--- src/rtl/nrtc_pkg.sv ---
package nrtc_pkg;

  localparam int unsigned PREFIX_LEN      = 6;
  localparam int unsigned TIME_DIGITS     = 6;
  localparam logic [3:0]  COMMAS_REQUIRED = 4'd12;
  localparam logic [3:0]  COMMA_MAX       = 4'd15;
  localparam logic [3:0]  FIELD_IDX_MAX   = 4'd15;
  localparam logic [7:0]  HOURS_PER_DAY   = 8'd24;
  localparam logic [4:0]  HOUR_OFFSET_RST = 5'd8;

  localparam logic [7:0] CH_DOLLAR = 8'h24;
  localparam logic [7:0] CH_G      = 8'h47;
  localparam logic [7:0] CH_P      = 8'h50;
  localparam logic [7:0] CH_R      = 8'h52;
  localparam logic [7:0] CH_M      = 8'h4D;
  localparam logic [7:0] CH_C      = 8'h43;
  localparam logic [7:0] CH_A      = 8'h41;
  localparam logic [7:0] CH_F      = 8'h46;
  localparam logic [7:0] CH_LA     = 8'h61;
  localparam logic [7:0] CH_LF     = 8'h66;
  localparam logic [7:0] CH_0      = 8'h30;
  localparam logic [7:0] CH_9      = 8'h39;
  localparam logic [7:0] CH_COMMA  = 8'h2C;
  localparam logic [7:0] CH_STAR   = 8'h2A;

  localparam logic [2:0] ST_ACCEPTED  = 3'd0;
  localparam logic [2:0] ST_NOT_RMC   = 3'd1;
  localparam logic [2:0] ST_COMMAS    = 3'd2;
  localparam logic [2:0] ST_CHECKSUM  = 3'd3;
  localparam logic [2:0] ST_NO_FIX    = 3'd4;

  typedef struct packed {
    logic                                 prefix_ok;
    logic [3:0]                           comma_count;
    logic [7:0]                           xor_sum;
    logic [7:0]                           received_check;
    logic                                 check_overflow;
    logic                                 fix_seen;
    logic [TIME_DIGITS-1:0][3:0]          time_digits;
  } scan_sum_t;

  function automatic logic [7:0] prefix_char(input logic [2:0] pos);
    logic [7:0] r;
    case (pos)
      3'd0:    r = CH_DOLLAR;
      3'd1:    r = CH_G;
      3'd2:    r = CH_P;
      3'd3:    r = CH_R;
      3'd4:    r = CH_M;
      3'd5:    r = CH_C;
      default: r = CH_DOLLAR;
    endcase
    return r;
  endfunction

  // {valid, nibble}
  function automatic logic [4:0] hex_decode(input logic [7:0] c);
    logic [4:0] r;
    r = '0;
    if (c inside {[CH_0:CH_9]}) begin
      r = {1'b1, 4'(c - CH_0)};
    end else if (c inside {[CH_LA:CH_LF]}) begin
      r = {1'b1, 4'(c - CH_LA + 8'd10)};
    end else if (c inside {[CH_A:CH_F]}) begin
      r = {1'b1, 4'(c - CH_A + 8'd10)};
    end
    return r;
  endfunction

  function automatic logic [6:0] two_digits(input logic [3:0] hi, input logic [3:0] lo);
    logic [6:0] h;
    h = {3'b000, hi};
    return 7'((h << 3) + (h << 1) + {3'b000, lo});
  endfunction

endpackage

--- src/rtl/nrtc_scan.sv ---
module nrtc_scan
  import nrtc_pkg::*;
(
  input  logic       clk,
  input  logic       rst,
  input  logic       step,
  input  logic [7:0] char_in,
  input  logic       token_end,
  output scan_sum_t  sum
);

  logic [2:0] char_position, char_position_next;
  logic       prefix_ok, prefix_ok_next;
  logic [3:0] comma_count, comma_count_next;
  logic [3:0] field_char_index, field_char_index_next;
  logic [7:0] xor_sum, xor_sum_next;
  logic       in_checksum, in_checksum_next;
  logic [7:0] received_check, received_check_next;
  logic       check_overflow, check_overflow_next;
  logic [TIME_DIGITS-1:0][3:0] time_digits, time_digits_next;
  logic       fix_seen, fix_seen_next;
  logic [4:0] hex;
  logic       is_digit;

  always_comb begin
    char_position_next    = char_position;
    prefix_ok_next        = prefix_ok;
    comma_count_next      = comma_count;
    field_char_index_next = field_char_index;
    xor_sum_next          = xor_sum;
    in_checksum_next      = in_checksum;
    received_check_next   = received_check;
    check_overflow_next   = check_overflow;
    time_digits_next      = time_digits;
    fix_seen_next         = fix_seen;
    hex                   = hex_decode(char_in);
    is_digit              = (char_in >= CH_0) && (char_in <= CH_9);

    if (char_position < 3'(PREFIX_LEN)) begin
      if (char_in != prefix_char(char_position)) begin
        prefix_ok_next = 1'b0;
      end
      char_position_next = char_position + 3'd1;
    end

    if (char_in == CH_COMMA && comma_count != COMMA_MAX) begin
      comma_count_next = comma_count + 4'd1;
    end

    if (char_position != 3'd0 && char_in != CH_STAR && !in_checksum) begin
      xor_sum_next = xor_sum ^ char_in;
    end

    if (comma_count_next == 4'd1 && char_in != CH_COMMA) begin
      if (field_char_index < 4'(TIME_DIGITS)) begin
        time_digits_next[field_char_index[2:0]] = is_digit ? 4'(char_in - CH_0) : 4'd0;
      end
      if (field_char_index != FIELD_IDX_MAX) begin
        field_char_index_next = field_char_index + 4'd1;
      end
    end

    if (comma_count_next == 4'd2 && char_in == CH_A) begin
      fix_seen_next = 1'b1;
    end

    if (in_checksum) begin
      if (hex[4]) begin
        if (received_check[7:4] != 4'd0) begin
          check_overflow_next = 1'b1;
        end
        received_check_next = {received_check[3:0], hex[3:0]};
      end
    end else if (comma_count_next == COMMAS_REQUIRED && char_in == CH_STAR) begin
      in_checksum_next = 1'b1;
    end
  end

  always_comb begin
    sum.prefix_ok      = prefix_ok_next && (char_position_next == 3'(PREFIX_LEN));
    sum.comma_count    = comma_count_next;
    sum.xor_sum        = xor_sum_next;
    sum.received_check = received_check_next;
    sum.check_overflow = check_overflow_next;
    sum.fix_seen       = fix_seen_next;
    sum.time_digits    = time_digits_next;
  end

  always_ff @(posedge clk) begin
    if (rst || (step && token_end)) begin
      char_position    <= '0;
      prefix_ok        <= 1'b1;
      comma_count      <= '0;
      field_char_index <= '0;
      xor_sum          <= '0;
      in_checksum      <= 1'b0;
      received_check   <= '0;
      check_overflow   <= 1'b0;
      time_digits      <= '0;
      fix_seen         <= 1'b0;
    end else if (step) begin
      char_position    <= char_position_next;
      prefix_ok        <= prefix_ok_next;
      comma_count      <= comma_count_next;
      field_char_index <= field_char_index_next;
      xor_sum          <= xor_sum_next;
      in_checksum      <= in_checksum_next;
      received_check   <= received_check_next;
      check_overflow   <= check_overflow_next;
      time_digits      <= time_digits_next;
      fix_seen         <= fix_seen_next;
    end
  end

  a_clear_after_end: assert property (@(posedge clk) disable iff (rst)
    step && token_end |=> char_position == 3'd0 && comma_count == 4'd0 && !in_checksum)
    else $error("token state not cleared after end of token");

  a_pos_bound: assert property (@(posedge clk) disable iff (rst)
    char_position <= 3'(PREFIX_LEN))
    else $error("char position past prefix length");

endmodule

--- config.mk ---
export PLATFORM = sky130hd
export DESIGN_NAME = nrtc_scan
export DESIGN_NICKNAME = d
export VERILOG_FILES = /design/src/rtl/nrtc_pkg.sv /design/src/rtl/nrtc_scan.sv
export SDC_FILE = /design/constraint.sdc
export NUM_CORES = 1
export LEC_CHECK = 0
export ABC_AREA = 1
export BUFFER_PORTS_ARGS = -buffer_cell sky130_fd_sc_hd__buf_2
export CAP_MARGIN = 40
export CORE_ASPECT_RATIO = 0.75
export CORE_MARGIN = 3
export CORE_UTILIZATION = 25
export DETAILED_ROUTE_END_ITERATION = 12
export GPL_TIMING_DRIVEN = 0
export MAX_ROUTING_LAYER = met4
export PLACE_DENSITY = 0.42
export SLEW_MARGIN = 20
export SYNTH_ARGS = -nofsm -noshare
export SYNTH_HDL_FRONTEND = slang
export SYNTH_SLANG_ARGS = --single-unit
export TNS_END_PERCENT = 1
--- constraint.sdc ---
create_clock -name clk -period 2.1 [get_ports clk]
set_input_delay 0 -clock clk [delete_from_list [all_inputs] [get_ports clk]]
set_output_delay 0 -clock clk [all_outputs]
set_load 0.05 [all_outputs]
# Word level (Yosys, flattened, before mapping)

Index checks and enable logic that the tools add are counted.
W data, S select, Z words.

Flip-flop bits (word level): 55
Input port bits: 12
Output and inout bits: 47
Logic and storage cells: 92

Add/sub/neg operators: 8
Magnitude comparators: 10
Eq/ne operators: 17
Mux-type cells: 24
Bitwise gates (word level): 1
Reductions and logical operators: 17

Operators with widths:

| cell                  | count |
|---|---|
| $mux W24              | 2 |
| $pmux W7 S5           | 1 |
| $mux W8               | 4 |
| $bwmux W24            | 1 |
| $eq A8 B6 Y1 const B  | 2 |
| $ge A8 B7 Y1 const B  | 2 |
| $le A8 B7 Y1 const B  | 2 |
| $ne A8 B6 Y1 const B  | 2 |
| $mux W5               | 3 |
| $demux W4 S3          | 1 |
| $logic_and A1 B1 Y1   | 12 |
| $mux W4               | 3 |
| $sub A4 B1 Y4 const B | 3 |
| $eq A3 B3 Y1 const B  | 3 |
| $add A4 B1 Y4 const B | 2 |
| $add A4 B4 Y4 const B | 2 |
| $eq A8 B7 Y1 const B  | 1 |
| $ge A8 B6 Y1 const B  | 1 |
| $le A8 B6 Y1 const B  | 1 |
| $mux W1               | 8 |
| $ne A4 B4 Y1 const B  | 2 |
| $ne A8 B8 Y1          | 1 |
| $xor A8 B8 Y8         | 1 |
| $eq A3 B2 Y1 const B  | 2 |
| 15 further kinds      | 15 |

# Logic depth before layout (Yosys ltp)

Gate-level depths: netlist of run 1.

Depth after elaboration: 7
Gate-level depth with buffers: 16
Gate-level depth less buffers: 14

# Worst setup path after synthesis of run 1

No wires, ideal clock.

Kind: register -> output
Start point: register comma_count[0]
End point: output sum[24] (netlist name)
Arrival time: 2.597 ns
Required time: 2.100 ns
Path slack: -0.497 ns
Cell stages (with the launch flop): 9
Buffers on the path: 1
Cell sequence: dfxtp_1 > ha_1 > nand3_1 > nand3_4 > inv_2 > o21ai_0 > nand3_1 > nand2_1 > buf_4

RTL lines:

| element                  | line             | text |
|---|---|---|
| start: declaration       | nrtc_scan.sv:14  | `logic [3:0] comma_count, comma_count_next;` |
| start signal: assignment | nrtc_scan.sv:104 | `comma_count <= comma_count_next;` |
| end: declaration         | nrtc_scan.sv:9   | `output scan_sum_t sum` |

==> flow_summary.ini, run 1 <==
[outcome]
outcome = finished, violations left
failed_checks = negative setup slack

[setup_path]
critPathBufInv = 4
cp.arrival_ns = 2.16
cp_top_family = simple AND/OR/NAND/NOR gates
critical_path.slowest_cell = sky130_fd_sc_hd__dfxtp_4
criticalPathCategory = register to output pin
critPathLaunchType = register
crit_path_frequent_cell = sky130_fd_sc_hd__nand2_4
timing.critical_path.fanout_max = 10
required_ns = 2.10
critPathCaptureType = output pin
cp_slowest_stage_delay_ns = 0.37
cp_cell_instances = ha_4 -> nand3_4 -> nand3_4 -> inv_4 -> nand2_4 -> nand2_4 -> buf_12 -> nor2_4 -> nand2_4 -> buf_8 -> nand2_1 -> nand2_2 -> buf_8

[route]
dr_total_vias = 4700
detailed_route_iter0_violations = 292
wl_per_cell_um = 13.99
routed_wl_um = 14970
post_drt_via_cell_ratio = 4.393
drc_violations_left = 0
first_pass_iters = 5
ant_nets = 0

[power]
p_leak_nw = 3.192
cellPowerDensity_mw_per_mm2 = 510.2
power.ir.vdd_worst_mv = 0.2834

[clock_tree]
clock_tree.buffer_depth = 2
worstSkewPairLatency_ns = 0.31
cts_hold_repair.buffers = 0
cts_made_buffers = 5
clock-sinks = 55
clock_transition_at_path_regs_ns = 0.07
ctsHtreeMaxLevel = 2
clk_root_buffer_cell = sky130_fd_sc_hd__clkbuf_16
tritoncts = done

[cells_and_area]
utilization_pct = 34.90
nets = 858
syn_to_final_growth_pct = 34.75
fillerInstances = 1937
postLayoutCellArea_mm2 = 0.005943
drive_above_1_share_pct = 26.14
multiInputGateArea_mm2 = 0.003032
ff_latch_area_mm2 = 0.001110
antenna_cells = 0

[placement]
count_of_port_buffers_added_during_placement = 57
post_dp_cell_area_mm2 = 0.004999
dp_hpwl_um = 10940
gp_congestion = 0.8302

[synth]
syn_inst = 749
post_synth.cell_area_avg_um2 = 5.888
synth_top_flop_cell = sky130_fd_sc_hd__dfxtp_1
asyncSetResetFlopFracSynth_pct = 0
yosys_register_bits = 55
seq_area_frac_synth_pct = 24.96
synth_top_area_cell = sky130_fd_sc_hd__dfxtp_1
syn-cell-area_mm2 = 0.004410
synth.top_cell.area_share_pct = 24.96
net_count_synth = 773
yosys_warnings = 0
number_of_enable_flip_flop_cells_after_synthesis = 0
synthMostInstantiatedCell = sky130_fd_sc_hd__nand2_1
yosys.cell_types.count = 35
synth_common_cells = 234 x sky130_fd_sc_hd__nand2_1, 95 x sky130_fd_sc_hd__inv_1, 84 x sky130_fd_sc_hd__nor2_1
synthTopCellsByArea = sky130_fd_sc_hd__dfxtp_1 25%, sky130_fd_sc_hd__nand2_1 20%, sky130_fd_sc_hd__inv_1 8.1%

[sta]
max_slew_margin_pct = 52.49
rsz0062_at_grt = true
min_period_ns = 2.156
number_of_hold_violations_in_the_final_report = 0
totalNegativeSetupSlack_ns = -0.7447
timing.final.max_slew_violations = 0
fin_ws_ns = -0.05593
worst_clock_skew_ns = 0.003264
worst_tran_pin_value_ns = 0.7127
min_period_over_period_pct = 102.7
final-setup-viol-count = 24
clock.fmax_ghz = 0.4638

[die]
top_level_ports = 59
placement_rows = 41
start_util_pct = 25.90
die_h_um = 121.0
fp.coreArea_mm2 = 0.01703
dieArea_mm2 = 0.01929
die_w_um = 159.4

[grt]
globalRoute.totalOverflow = 0
first_global_vias = 4396
grt_antenna_before_repair = 0
grt_first_pass_wirelength_um = 24370
largest_net_degree_at_the_start_of_global_routing = 16
overall_global_routing_resource_usage_pct = 16.37

[job]
number_of_max_cap_violations = 0

[min_path]
hold_class = input pin to register
## what timing repair did
item,4_1_cts,5_1_grt
resized for setup,143,44
pin swaps,15,9
endpoints found under the setup margin,46,43
setup buffers,18,2
gates cloned,2,0
## sequential cells by signal, indices dropped and copies added, names as in the netlist
name,cells
received_check,8
time_digits,24
field_char_index,4
comma_count,4
fix_seen,1
char_position,3
prefix_ok,1
in_checksum,1
xor_sum,8
check_overflow,1
## cell usage in the layout, fill, tap and decap left out, drive strengths merged
cell type / Yosys / routed
a211oi: 1 / 1
a21o: 1 / 1
a21oi: 32 / 32
a31oi: 1 / 1
and2: 1 / 1
buf: 16 / 93
clkbuf: 16 / 23
clkinv: 2 / 3
dfxtp: 55 / 55
ha: 12 / 12
inv: 100 / 100
nand2: 261 / 261
nand3: 79 / 79
nand4: 1 / 1
nor2: 89 / 89
nor3: 6 / 6
nor4: 1 / 1
o21a: 1 / 1
o21ai: 61 / 61
or2: 1 / 1
xnor2: 3 / 3
xor2: 9 / 9
## report_power, final
part	switching, mW	internal, mW	total, mW	leakage [nW]
sequential	0.0468	1.09	1.14	0.453
combinational	0.654	0.337	0.991	2.67
clock	0.431	0.469	0.900	0.0727
## worst reg2reg max path: cells and delay by family (launching register included)
family	cells	cell delay [ns]
AO/OA/AOI/OAI	1	0.07
buffers and inverters	5	0.62
AND/OR/NAND/NOR	6	0.68
flip-flops	1	0.37
adder cells (fa/ha/maj)	1	0.16
## through the flow
stage,setup WS [ns],hold WS (ns),instances,power (mW)
2_1_floorplan,-0.3581,0.1514,749,1.774
3_3_place_gp,-0.4533,0.3952,1042,1.994
3_5_place_dp,-0.4091,0.3895,1043,1.991
4_1_cts,-0.06156,0.05757,1069,3.049
5_1_grt,-0.1669,0.07508,1070,3.220
6_report,-0.05593,0.06565,1070,3.032
## per-layer routing
layer	global-route usage [%]	vias to the layer above	share of wire [%]
met5	-	-	0
met4	3.116	0	0.82
met3	2.115	8	3.7
met2	22.03	90	39
met1	25.75	2093	57
li1	-	2509	-
## cell families (layout without fill, tap and decap cells)
family	Yosys count	count (layout)	synth area share (%)
adders and majority gates	12	12	3.404
DFF	55	55	24.96
xor gates and xnor gates	12	12	2.383
and+or+nand+nor	439	439	45.08
AOI/OAI and AO/OA	97	97	11.57
buffers and inverters	134	219	12.60
## final cells by class
type / count / area share [%]
sequential: 55 / 18.67
buffer: 31 / 3.579
tap: 236 / 4.968
clock inverter: 1 / 0.08421
clock buffer: 6 / 2.337
inverter: 102 / 6.589
timing repair buffer: 79 / 12.76
multi-input combinational: 560 / 51.01
## worst paths after layout
check / cells after the start / from / slack, ns / to
min: 4 / rst / 0.07 / prefix_ok$_SDFFE_PP1P_
min reg2reg: 2 / prefix_ok$_SDFFE_PP1P_ / 0.45 / prefix_ok$_SDFFE_PP1P_
max reg2reg: 13 / comma_count[0]$_SDFFE_PP0P_ / 0.16 / time_digits[22]$_SDFFE_PP0P_
max: 13 / comma_count[0]$_SDFFE_PP0P_ / -0.06 / sum[20]
Power figures use the tool's default switching activity.
==> run 2: changes to the inputs <==
--- a/config.mk
+++ b/config.mk
@@ -9,7 +9,7 @@
 export BUFFER_PORTS_ARGS = -buffer_cell sky130_fd_sc_hd__buf_2
 export CAP_MARGIN = 40
 export CORE_ASPECT_RATIO = 0.75
-export CORE_MARGIN = 3
+export CORE_MARGIN = 2
 export CORE_UTILIZATION = 25
 export DETAILED_ROUTE_END_ITERATION = 12
 export GPL_TIMING_DRIVEN = 0
==> run 2 against run 1 <==
The run now ends clean. Combinational power fell by 5.2%. Sequential power barely moved. Global-route usage rose by 0.36 points.
==> flow_summary.ini, run 2 (synthesis gave the netlist of run 1 again) <==
[outcome]
outcome = complete, no violations

[clock_tree]
tritoncts = done
ctsHtreeMaxLevel = 2
worstSkewPairLatency_ns = 0.31
clock_tree.buffer_depth = 2
clk_root_buffer_cell = sky130_fd_sc_hd__clkbuf_16
clock_transition_at_path_regs_ns = 0.08
cts_made_buffers = 5
clock-sinks = 55

[job]
number_of_max_cap_violations = 0

[route]
detailed_route_iter0_violations = 286
wl_per_cell_um = 13.64
first_pass_iters = 5
post_drt_via_cell_ratio = 4.305
dr_total_vias = 4585
ant_nets = 0
routed_wl_um = 14530
drc_violations_left = 0

[placement]
dp_hpwl_um = 10790
post-place-ws_ns = -0.3836
count_of_port_buffers_added_during_placement = 57
gp_congestion = 0.8455

[min_path]
hold_class = input pin to register

[cells_and_area]
drive_above_1_share_pct = 25.15
largest_regs = time_digits (24), received_check (8), xor_sum (8)
syn_to_final_growth_pct = 28.88
antenna_cells = 0
most_used_cells_in_the_layout_excluding_fill_and_tap_cells = 209 x sky130_fd_sc_hd__nand2_1, 92 x sky130_fd_sc_hd__inv_1, 79 x sky130_fd_sc_hd__nor2_1, 56 x sky130_fd_sc_hd__nand3_1, 53 x sky130_fd_sc_hd__o21ai_0
largest_reg_flops = 24
nets = 846
mostFrequentLayoutCell = sky130_fd_sc_hd__nand2_1
max_flop_register = time_digits

[power]
power.total_mw = 3.000
p_sw_mw = 1.153
p_leak_nw = 2.975
power_frac_comb_pct = 31.3
pwr-share-clk_pct = 30.7
power.ir.vdd_worst_mv = 0.3249
power_report.internal_total_mw = 1.847
power.share.sequential_pct = 38.0
power.switching_fraction_pct = 38.43
cellPowerDensity_mw_per_mm2 = 527.8

[sta]
min_period_ns = 2.041
clock.fmax_ghz = 0.4900
max_slew_margin_pct = 51.11
worst_clock_skew_ns = 0.006750
fin_ws_ns = 0.05929
min_period_over_period_pct = 97.18
number_of_hold_violations_in_the_final_report = 0
timing.final.max_slew_violations = 0
rsz0062_at_grt = true
final-setup-viol-count = 0
worst_tran_pin_value_ns = 0.7334

[setup_path]
critPathLaunchType = register
critPathCaptureType = output pin
worst-r2r-cell-count = 12
cp.arrival_ns = 2.04
r2r_end = field_char_index[2]$_SDFFE_PP0P_
reg2reg_slack_ns = 0.27
criticalPathCategory = register to output pin
crit_start = comma_count[1]$_SDFFE_PP0P_
cp_endpoint = sum[21]
required_ns = 2.10
timing.critical_path.fanout_max = 10
timing.rr.start = comma_count[1]$_SDFFE_PP0P_

[die]
fp.coreArea_mm2 = 0.01745
placement_rows = 42
start_util_pct = 25.28
top_level_ports = 59
die_h_um = 119.0
die_w_um = 157.4
dieArea_mm2 = 0.01873

[grt]
largest_net_degree_at_the_start_of_global_routing = 19
globalRoute.totalOverflow = 0
first_global_vias = 4263
grt_first_pass_wirelength_um = 23560
grt_antenna_before_repair = 0
overall_global_routing_resource_usage_pct = 16.74
## run 2: routing by layer
layer / vias to the layer above / track usage, % / routed length, µm
li1: 2472 / - / -
met3: 12 / 2.766 / 556
met2: 68 / 22.13 / 5584
met4: 0 / 4.318 / 187
met1: 2033 / 25.79 / 8198
met5: - / - / 0
## run 2: stage by stage
step                hold WS (ns)  area [µm²]  std cells  setup TNS [ns]  utilization [%]
global placement          0.3288        4999       1048          -15.89            28.65
global route             0.09305        5684       1065          -1.155            32.58
finish                   0.08247        5684       1065               0            32.58
floorplan                 0.1514        4410        749          -2.886                -
CTS                      0.06742        5450       1061        -0.08300            31.24
detailed placement        0.3411        4999       1048          -15.47            28.65
## run 2: how the worst min path moves through the flow
stage / start / endpoint / slack [ns] / depth (start not counted)
3_5_place_dp: rst / prefix_ok$_SDFFE_PP1P_ / 0.34 / 3
5_1_grt: token_end / prefix_ok$_SDFFE_PP1P_ / 0.09 / 3
3_3_place_gp: rst / prefix_ok$_SDFFE_PP1P_ / 0.33 / 3
2_1_floorplan: rst / prefix_ok$_SDFFE_PP1P_ / 0.15 / 2
4_1_cts: token_end / prefix_ok$_SDFFE_PP1P_ / 0.07 / 3
6_report: token_end / prefix_ok$_SDFFE_PP1P_ / 0.08 / 3
## run 2: cell type report
type,count,area [µm²]
Buffer,30,195.2
Clock inverter,3,25.02
Multi-Input combinational cell,560,2948
Tap cell,242,302.8
Sequential cell,55,1119
Inverter,102,391.6
Fill cell,2006,11760
Clock buffer,5,125.1
Timing Repair Buffer,68,578.1
## run 2: what timing repair did
action | CTS | global route
setup endpoints to repair | 43 | 43
setup buffers | 6 | 4
endpoints found under the hold margin | 1 | 0
pin swaps | 4 | 8
hold buffers | 1 | 0
gates resized for setup | 85 | 75
## run 2: critical path: stages (launching register included)
cell and delay, ns:
sky130_fd_sc_hd__dfxtp_4 0.38, sky130_fd_sc_hd__ha_4 0.15, sky130_fd_sc_hd__nand3_2 0.09, sky130_fd_sc_hd__nand3_4 0.12, sky130_fd_sc_hd__inv_2 0.07, sky130_fd_sc_hd__nand2_2 0.08, sky130_fd_sc_hd__nand2_4 0.08, sky130_fd_sc_hd__nor2_4 0.15
sky130_fd_sc_hd__nand2_4 0.10, sky130_fd_sc_hd__buf_12 0.16, sky130_fd_sc_hd__nand2_1 0.09, sky130_fd_sc_hd__nand2_1 0.06, sky130_fd_sc_hd__buf_4 0.18
## run 2: power groups by stage
stage | Sequential [mW] | Combinational (mW) | Clock [mW]
4_1_cts | 1.14 | 0.896 | 0.965
3_3_place_gp | 1.16 | 0.830 | 0
2_1_floorplan | 1.15 | 0.624 | 0
6_report | 1.14 | 0.939 | 0.920
3_5_place_dp | 1.16 | 0.827 | 0
5_1_grt | 1.15 | 1.03 | 1.00
